<file path="src/design/tolf_pkg.sv">
package tolf_pkg;

    localparam logic [7:0] B_IAC  = 8'd255;
    localparam logic [7:0] B_WILL = 8'd251;
    localparam logic [7:0] B_WONT = 8'd252;
    localparam logic [7:0] B_DO   = 8'd253;
    localparam logic [7:0] B_DONT = 8'd254;
    localparam logic [7:0] B_LF   = 8'h0a;
    localparam logic [7:0] B_CR   = 8'h0d;

    localparam logic [1:0] KIND_DATA  = 2'd0;
    localparam logic [1:0] KIND_EOL   = 2'd1;
    localparam logic [1:0] KIND_REPLY = 2'd2;

    typedef struct packed {
        logic       is_data;
        logic       is_reply;
        logic [7:0] verb;
    } cmd_ev_t;

    typedef struct packed {
        logic [1:0] kind;
        logic [7:0] data;
        logic [6:0] len;
        logic [7:0] verb;
        logic [7:0] opt;
    } result_t;

endpackage

</file>
<file path="src/design/telnet_option_refuser_line_framer_unit.sv">
// Telnet receive parser that refuses every option and frames text lines. It takes one
// received byte per cycle while not stalled and gives at most one result per byte: a line
// character, an end of line with the line's length, or a refusal reply (WONT or DONT)
// with the option code. A byte is registered in the input register on acceptance, passes
// the command parser and the line framer and lands in the output register, from which
// its result is offered on the output. The sustained rate is one byte per cycle while
// the output does not stall; the parse mode and line position registers advance on each
// step. The input side stalls only when the input register holds a byte and a stalled
// result waits in the output register.
module telnet_option_refuser_line_framer_unit
#(
    parameter int LINE_BYTES = 128
)
(
    input  logic       clk,
    input  logic       rst_n,
    input  logic       in_valid,
    output logic       in_stall,
    input  logic [7:0] rx_byte,
    output logic       out_valid,
    input  logic       out_stall,
    output logic [1:0] out_kind,
    output logic [7:0] data_byte,
    output logic [6:0] line_length,
    output logic [7:0] reply_verb,
    output logic [7:0] reply_option
);

    logic              s1_valid_reg;
    logic              s1_valid_next;
    logic [7:0]        s1_byte_reg;
    logic              out_valid_reg;
    logic              out_valid_next;
    tolf_pkg::result_t out_res_reg;
    logic              out_free;
    logic              step;
    logic              res_valid;
    tolf_pkg::cmd_ev_t ev;
    tolf_pkg::result_t res;

    assign out_free = !out_valid_reg || !out_stall;
    assign in_stall = s1_valid_reg && !out_free;
    assign step     = s1_valid_reg && out_free;

    assign s1_valid_next  = in_stall ? s1_valid_reg : in_valid;
    assign out_valid_next = out_free ? (step && res_valid) : out_valid_reg;

    tolf_cmd_parser u_parser
    (
        .clk     (clk),
        .rst_n   (rst_n),
        .step    (step),
        .rx_byte (s1_byte_reg),
        .ev      (ev)
    );

    tolf_line_framer
    #(
        .LINE_BYTES (LINE_BYTES)
    )
    u_framer
    (
        .clk       (clk),
        .rst_n     (rst_n),
        .step      (step),
        .rx_byte   (s1_byte_reg),
        .ev        (ev),
        .res_valid (res_valid),
        .res       (res)
    );

    always_ff @(posedge clk or negedge rst_n)
    begin
        if (!rst_n)
        begin
            s1_valid_reg  <= 1'b0;
            out_valid_reg <= 1'b0;
        end
        else
        begin
            s1_valid_reg  <= s1_valid_next;
            out_valid_reg <= out_valid_next;
        end
    end

    always_ff @(posedge clk)
    begin
        if (in_valid && !in_stall)
        begin
            s1_byte_reg <= rx_byte;
        end
        if (step && res_valid)
        begin
            out_res_reg <= res;
        end
    end

    assign out_valid    = out_valid_reg;
    assign out_kind     = out_res_reg.kind;
    assign data_byte    = out_res_reg.data;
    assign line_length  = out_res_reg.len;
    assign reply_verb   = out_res_reg.verb;
    assign reply_option = out_res_reg.opt;

endmodule

</file>
<file path="src/design/tolf_cmd_parser.sv">
module tolf_cmd_parser
(
    input  logic               clk,
    input  logic               rst_n,
    input  logic               step,
    input  logic [7:0]         rx_byte,
    output tolf_pkg::cmd_ev_t  ev
);

    localparam logic [2:0] M_NORMAL = 3'd0;
    localparam logic [2:0] M_IAC    = 3'd1;
    localparam logic [2:0] M_WILL   = 3'd2;
    localparam logic [2:0] M_WONT   = 3'd3;
    localparam logic [2:0] M_DO     = 3'd4;
    localparam logic [2:0] M_DONT   = 3'd5;

    logic [2:0] mode_reg;
    logic [2:0] mode_next;

    always_comb
    begin
        mode_next   = M_NORMAL;
        ev.is_data  = 1'b0;
        ev.is_reply = 1'b0;
        ev.verb     = 8'd0;
        case (mode_reg)
            M_IAC:
            begin
                if (rx_byte == tolf_pkg::B_IAC)
                begin
                    ev.is_data = 1'b1;
                end
                else if (rx_byte == tolf_pkg::B_WILL)
                begin
                    mode_next = M_WILL;
                end
                else if (rx_byte == tolf_pkg::B_WONT)
                begin
                    mode_next = M_WONT;
                end
                else if (rx_byte == tolf_pkg::B_DO)
                begin
                    mode_next = M_DO;
                end
                else if (rx_byte == tolf_pkg::B_DONT)
                begin
                    mode_next = M_DONT;
                end
            end
            M_WILL, M_WONT:
            begin
                ev.is_reply = 1'b1;
                ev.verb     = tolf_pkg::B_DONT;
            end
            M_DO, M_DONT:
            begin
                ev.is_reply = 1'b1;
                ev.verb     = tolf_pkg::B_WONT;
            end
            default:
            begin
                if (rx_byte == tolf_pkg::B_IAC)
                begin
                    mode_next = M_IAC;
                end
                else
                begin
                    ev.is_data = 1'b1;
                end
            end
        endcase
    end

    always_ff @(posedge clk or negedge rst_n)
    begin
        if (!rst_n)
        begin
            mode_reg <= M_NORMAL;
        end
        else if (step)
        begin
            mode_reg <= mode_next;
        end
    end

endmodule

</file>
<file path="src/design/tolf_line_framer.sv">
module tolf_line_framer
#(
    parameter int LINE_BYTES = 128
)
(
    input  logic               clk,
    input  logic               rst_n,
    input  logic               step,
    input  logic [7:0]         rx_byte,
    input  tolf_pkg::cmd_ev_t  ev,
    output logic               res_valid,
    output tolf_pkg::result_t  res
);

    localparam int POS_W = $clog2(LINE_BYTES);
    localparam logic [POS_W-1:0] POS_LAST = POS_W'(LINE_BYTES - 1);

    logic [POS_W-1:0] pos_reg;
    logic [POS_W-1:0] pos_next;
    logic [POS_W+6:0] pos_wide;

    assign pos_wide = {7'd0, pos_reg};

    always_comb
    begin
        res_valid = 1'b0;
        res       = '0;
        pos_next  = pos_reg;
        if (ev.is_reply)
        begin
            res_valid = 1'b1;
            res.kind  = tolf_pkg::KIND_REPLY;
            res.verb  = ev.verb;
            res.opt   = rx_byte;
        end
        else if (ev.is_data && rx_byte != tolf_pkg::B_CR)
        begin
            res_valid = 1'b1;
            if (rx_byte == tolf_pkg::B_LF || pos_reg == POS_LAST)
            begin
                res.kind = tolf_pkg::KIND_EOL;
                res.len  = pos_wide[6:0];
                pos_next = '0;
            end
            else
            begin
                res.kind = tolf_pkg::KIND_DATA;
                res.data = rx_byte;
                pos_next = pos_reg + POS_W'(1);
            end
        end
    end

    always_ff @(posedge clk or negedge rst_n)
    begin
        if (!rst_n)
        begin
            pos_reg <= '0;
        end
        else if (step)
        begin
            pos_reg <= pos_next;
        end
    end

endmodule

</file>
<file path="config.mk">
export PLATFORM = sky130hd
export DESIGN_NAME = telnet_option_refuser_line_framer_unit
export DESIGN_NICKNAME = d
export VERILOG_FILES = /design/src/design/tolf_pkg.sv /design/src/design/telnet_option_refuser_line_framer_unit.sv /design/src/design/tolf_cmd_parser.sv /design/src/design/tolf_line_framer.sv
export SDC_FILE = /design/constraint.sdc
export NUM_CORES = 1
export LEC_CHECK = 0
export CAP_MARGIN = 20
export CELL_PAD_IN_SITES_DETAIL_PLACEMENT = 1
export CELL_PAD_IN_SITES_GLOBAL_PLACEMENT = 2
export CORE_MARGIN = 8
export CORE_UTILIZATION = 37
export CTS_CLUSTER_DIAMETER = 60
export DETAILED_ROUTE_END_ITERATION = 7
export DONT_BUFFER_PORTS = 1
export PLACE_DENSITY = 0.72
export SETUP_SLACK_MARGIN = 0.5
export SLEW_MARGIN = 25
export SYNTH_ARGS = -nofsm -noshare
export SYNTH_HDL_FRONTEND = slang
export SYNTH_SLANG_ARGS = --single-unit
export TNS_END_PERCENT = 30
</file>
<file path="constraint.sdc">
create_clock -name clk -period 2.7 [get_ports clk]
set_input_delay 0.405 -clock clk [delete_from_list [all_inputs] [get_ports clk]]
set_output_delay 0.405 -clock clk [all_outputs]
set_load 0.02 [all_outputs]
</file>
Yosys cells after proc, flatten, opt, wreduce, memory -nomap -nowiden
Cells that the tools add are included.
W data, S select, Z words.
{ "classes": {"bitwise": 3, "n_mux": 15, "n_addsub": 1, "n_eq_ne": 13, "n_reduce_logical": 18} }
{ "ops": {"columns": ["operator", "count"], "rows": [
  ["$eq A8 B8 Y1 const B", 5],
  ["$pmux W9 S2", 1],
  ["$mux W3", 5],
  ["$eq A8 B4 Y1 const B", 1],
  ["$ne A8 B4 Y1 const B", 1],
  ["$add A7 B1 Y7 const B", 1],
  ["$eq A7 B7 Y1 const B", 1],
  ["$mux W7", 1],
  ["$eq A3 B2 Y1 const B", 2],
  ["$eq A3 B3 Y1 const B", 2],
  ["$mux W1", 6],
  ["$pmux W3 S2", 1],
  ["$reduce_or A2 Y1", 3],
  ["$reduce_or A3 Y1", 2],
  ["$logic_and A1 B1 Y1", 5],
  ["$logic_not A1 Y1", 4],
  ["$reduce_or A4 Y1", 1],
  ["$eq A3 B1 Y1 const B", 1],
  ["$not A1 Y1", 3],
  ["$reduce_and A3 Y1", 1],
  ["$logic_or A1 B1 Y1", 2],
  ["$pmux W1 S2", 1]
]} }
{ "totals": {"ff_bits": 53, "word_cells": 61, "input_bits": 12, "out_inout_bits": 35} }

Longest topological paths before layout
{ "depth": {"depth_word": 7, "mapped_depth": 7, "depth_no_buf": 7} }

Hierarchy
Synthesis repeated with hierarchy kept, for this count alone.
{ "hier_totals": {"hier_cells": 186, "hier_area_um2": 2406.1} }
{ "modules_own_cells": {"columns": ["module", "cells_per_inst", "seq_area_each_um2", "area_each_um2", "instances"], "rows": [
  ["telnet_option_refuser_line_framer_unit", 52, 1281.2, 1330.0, 1],
  ["tolf_line_framer", 95, 175.2, 759.5, 1],
  ["tolf_cmd_parser", 39, 75.1, 316.6, 1]
]} }

Least setup slack after synthesis
Ideal clock, no wire load.
{ "synth_timing": {"path_kind": "register -> register", "startpoint": "register s1_byte_reg[2]", "endpoint": "register out_res_reg (netlist bit data_byte[0]), enable pin", "setup_slack_ps": -162, "period_less_slack_ps": 2862, "path_stages_with_launch": 5, "required_ps": 2272, "arrival_ps": 2434, "setup_time_ps": 428, "path_buffers": 0, "cell_sequence": "edfxtp_1 nand4_2 or3_1 nand3_1 a31oi_1"} }
{ "synth_via": {"elab_chain_cells": 7, "elab_cells_between_ends": 9, "classes_between": "2 x eq/ne; 5 x mux; 2 x reduce/logical"} }
{ "synth_rtl": {"columns": ["item", "line", "rtl"], "rows": [
  ["from (decl)", "telnet_option_refuser_line_framer_unit.sv:31", "logic [7:0] s1_byte_reg;"],
  ["from (signal assigned)", "telnet_option_refuser_line_framer_unit.sv:90", "s1_byte_reg <= rx_byte;"],
  ["$eq A8 B8 Y1", "tolf_cmd_parser.sv:29, tolf_cmd_parser.sv:62", null],
  ["$mux W1, on equally long branches", "tolf_cmd_parser.sv:62, tolf_cmd_parser.sv:29", null],
  ["$pmux W1 S2", "tolf_cmd_parser.sv:26", "case (mode_reg)"],
  ["$logic_and A1 B1 Y1 *", "tolf_line_framer.sv:36", "else if (ev.is_data && rx_byte != tolf_pkg::B_CR)"],
  ["$mux W1 *", "tolf_line_framer.sv:36", null],
  ["$mux W1 *", "tolf_line_framer.sv:29", "if (ev.is_reply)"],
  ["$logic_and A1 B1 Y1 *", "telnet_option_refuser_line_framer_unit.sv:92", "if (step && res_valid)"],
  ["to (signal assigned)", "telnet_option_refuser_line_framer_unit.sv:94", "out_res_reg <= res;"],
  ["to (decl)", "telnet_option_refuser_line_framer_unit.sv:34", "tolf_pkg::result_t out_res_reg;"]
]} }
Mark *: on every way between the ends. The rest lies on a longest branch, timed or not.
A chain may end at the register's enable or synchronous reset.

Final worst setup path
{ "layout_timing": {"startpoint": "register out_valid_reg, in the netlist out_valid", "endpoint": "register u_framer.pos_reg[4]"} }
{ "layout_via": {"elab_chain_cells": 4} }
{ "layout_rtl": {"columns": ["item", "line", "rtl"], "rows": [
  ["from (decl)", "telnet_option_refuser_line_framer_unit.sv:32", "logic out_valid_reg;"],
  ["from (signal assigned)", "telnet_option_refuser_line_framer_unit.sv:82", "out_valid_reg <= out_valid_next;"],
  ["$logic_not A1 Y1", "telnet_option_refuser_line_framer_unit.sv:41", "assign out_free = !out_valid_reg || !out_stall;"],
  ["$logic_or A1 B1 Y1", "telnet_option_refuser_line_framer_unit.sv:41", null],
  ["$logic_and A1 B1 Y1", "telnet_option_refuser_line_framer_unit.sv:43", "assign step = s1_valid_reg && out_free;"],
  ["$reduce_and A3 Y1 (no line)", null, null],
  ["to (signal assigned)", "tolf_line_framer.sv:62", "pos_reg <= pos_next;"],
  ["to (decl)", "tolf_line_framer.sv:18", "logic [POS_W-1:0] pos_reg;"]
]} }
Every way passes these cells.

==> metrics.md <==
| Metric | Value |
|---|---|
| Status | completed |
| Final setup viols | 0 |
| Clock power frac | roughly 25% |
| Reg2Reg Depth | 7 |
| GRT Overall Usage | roughly 11% |
| Routed wire per std cell | roughly 18 um |
| Vias in the first global route | 1,378 |
| Die Y | 91.64 um |
| Yosys cell types | 44 |
| I/O pins | 47 |
| DP Worst Slack | approximately 340 ps |
| Skew-Pair Late Insertion Delay | between 200 and 300 ps |
| Synth Area in Compound Gates | about 7.6% |
| DRT Pass-1 Iters | 4 |
| Setup slack, reg-to-reg | approximately 560 ps |
| Synth-to-Final Area Change | 8.983% |
| Top_reg_cell synth | edfxtp_1 |
| Max Clock Freq | ~0.47 GHz |
| Design internal power | between 1 and 1.5 mW |
| Fill cells | between 500 and 600 |
| Simple-Gate Fraction of Synth Area | a little over a fifth |
| Die width | between 90 and 100 um |
| Worst EP arrival | between 2000 and 2500 ps |
| Final setup TNS | 0 ps |
| Post-synth ARST share | 25.53% |
| Seq. cell area | between 0.001 and 0.0015 mm^2 |
| Post-synthesis sequential area ratio | 63.83% |
| Layout cells sized above 1 | a little over an eighth |
| #FFs+latches synth | 47 |
| Post-synth EDFFs | 35 |
| H-tree depth | 2 |
| Fin. Hold Viols | 0 |
| Crit Path Category | reg -> reg |
| TritonCTS clock tree | done |
| CP startpoint kind | flip-flop |
| PortBufs | 0 |
| Yosys warns | 0 |
| Largest family of logic cells by synthesized area | simple AND/OR/NAND/NOR gates |
| Max-Cap Viols | 0 |
| Reg power frac | 63.1% |
| Initial antenna violation count | 0 |
| DR DRC count | 0 |
| Worst clock skew | ~5.3 ps |
| RSZ-0062 raised after global routing | true |
| Vias | roughly 1,300 |
| DRT antenna net count | 0 |
| Max-slew headroom | 61.12% |
| Hold path startpoint | rx_byte[0] |
| Adder-cell share of the synthesized area | between 1 and 1.5% |
| Via/cell ratio | around 5.2 |
| Nets | 184 |
| Switching part of the total | 28.06% |
| Worst r2r src | out_valid |
| Synth Instances | approximately 170 |
| First-pass GRT wire length | just over 7000 um |
| Overflow after GRT | 0 |
| Core Region | approximately 0.0055 mm^2 |
| P_sw | 0.4387 mW |
| WHS Path Cells | 0 |
| Die area | roughly 0.0084 mm^2 |
| CTS buffer count | 5 |
| Final GP Congestion | ~0.85 |
| Lkg Pwr | between 0.8 and 0.9 nW |
| Critical path peak fanout | 6 |
| CTS root buf | clkbuf_8 |
| Final worst path period need | between 2000 and 2500 ps |
| Initial DRC count | between 80 and 90 |
| Post-Synth XOR/XNOR Area | 0.4137% |
| Area of the multi-input gates | just under 700 um^2 |
| Mapped Nets | 179 |
| PwrDens | 677.6 mW/mm^2 |
| Worst Hold End | s1_byte_reg[0] |
| Combinational share of power | 11.7% |
| Max Root-Sink Buffers | 2 |
| Final cell utilization of the core | a little over two fifths |
| Mapped cell area | roughly 0.0021 mm^2 |
| Starting density of the core | 38.45% |
| Fin. max-slew vios | 0 |
| Post-synthesis mux area share | less than 1% |
| Syn Area/Cell | approximately 13 um^2 |
| Hpwl dp | roughly 3200 um |
| Clock Pin Slew Worst Setup and Hold Paths | ~80 ps |
| Critical Path RT | between 2000 and 3000 ps |
| Slew @ Worst Pin | about 580 ps |
| Post-Route WL | ~4300 um |
| Final period util | 79.11% |
| RR Endpoint | u_framer.pos_reg[4] |
| Clk sinks | 47 |
| Final worst slack | 564.1 ps |
| Worst Hold Class | in -> reg |
| Crit. End Element | flip-flop |
| Total power | around 1.6 mW |
| Largest net degree at the start of global routing | 28 |
| Max IR drop VDD | between 0.0003 and 0.0004 V |
| # diodes | 0 |
| # rows | 27 |
[worst max path at each step]
stage	startpoint	endpoint	slack (ps)	cells past startpoint
5_1_grt	u_parser.mode_reg[2]	u_framer.pos_reg[5]	390	7
2_1_floorplan	s1_byte_reg[2]	data_byte[0]	690	4
6_report	out_valid	u_framer.pos_reg[4]	560	7
4_1_cts	s1_byte_reg[2]	line_length[3]	500	5
3_5_place_dp	u_parser.mode_reg[1]	u_framer.pos_reg[5]	340	5
3_3_place_gp	u_parser.mode_reg[1]	u_framer.pos_reg[5]	450	5
[cell families (layout without fill, tap and decap cells)]
kind of cell / Yosys count / in the layout
AOI/OAI and AO/OA: 21 / 21
muxes: 1 / 1
other: 1 / 1
buffers and inverters: 17 / 23
and+or+nand+nor: 75 / 75
adders and majority gates: 2 / 2
DFF: 47 / 47
xor gates and xnor gates: 1 / 1
[power by group through the flow]
stage                     Combinational (mW)  Clock [mW]  Sequential [mW]
after global placement                 0.168           0             1.00
after floorplan                        0.153           0            0.974
final                                  0.182       0.395            0.986
after detailed placement               0.174           0             1.00
after CTS                              0.180       0.416            0.988
after global routing                   0.205       0.435             1.00
[worst max-delay path, stage by stage, from the launching register on]
cell and delay [ps]:
dfrtp_1 500, a21boi_1 450, nand4_1 230, nor4_4 300, buf_4 170, buf_4 110, o2bb2ai_1 60, a32o_1 210
[timing repair]
action                                 in CTS  in global routing
buffers inserted                            4                  1
resized for setup                           1                  1
pin swaps                                   1                  0
endpoints found under the hold margin      12                  0
setup endpoints to repair                   7                 50
gates cloned                                0                  0
hold buffers                                1                  0
[through the flow]
stage,hold WS (ps),cells,instance area [um^2]
2_1_floorplan,109.4,165,2132
3_3_place_gp,110.3,229,2168
3_5_place_dp,110.2,229,2168
4_1_cts,193.7,242,2292
5_1_grt,187.9,243,2307
6_report,204.1,243,2307
[area by class of cell]
class	count	area share, %
tap	72	3.905
clock inverter	2	0.3796
timing repair buffer	8	2.712
clock buffer	6	3.145
inverter	7	1.139
multi-input combinational	101	30.15
sequential	47	58.57
[cell usage in the layout, fill, tap and decap left out, types with 2 or more instances in the layout]
cell type / Yosys / final
o22ai_1: 3 / 3
nand3_1: 6 / 6
and2_1: 16 / 16
o2bb2ai_1: 3 / 3
inv_1: 7 / 7
nor2b_1: 9 / 9
nor3_1: 2 / 2
nor2_1: 7 / 7
clkbuf_8: 0 / 5
or3_1: 2 / 2
dfrtp_1: 12 / 12
nand2_1: 10 / 10
nand2b_1: 3 / 3
edfxtp_1: 35 / 35
buf_4: 6 / 7
o21ai_0: 5 / 5
nand4_1: 4 / 4
and3_1: 5 / 5
[Yosys cell counts, types with 2 or more instances]
cell	n	area, um^2
inv_1	7	26.28
o21ai_0	5	25.02
buf_4	6	45.04
nor2b_1	9	56.30
nand4_1	4	25.02
and2_1	16	100.1
nand3_1	6	30.03
dfrtp_1	12	300.3
o22ai_1	3	18.77
ha_1	2	25.02
nor3_1	2	10.01
o2bb2ai_1	3	26.28
clkbuf_1	2	7.510
or3_1	2	12.51
edfxtp_1	35	1051
a211oi_2	2	25.02
nand2_1	10	37.54
nand2b_1	3	18.77
and3_1	5	31.28
nor2_1	7	26.28
[per-layer routing]
layer / share of wire [%] / up-vias / wire length [um] / track usage, %
met4: 1.1 / 0 / 46 / 3.274
met3: 6.7 / 5 / 290 / 4.401
met2: 49 / 33 / 2132 / 18.37
met5: 0 / - / 0 / 0
met1: 43 / 626 / 1862 / 11.83
li1: - / 603 / - / -
Power figures use the tool's default switching activity.
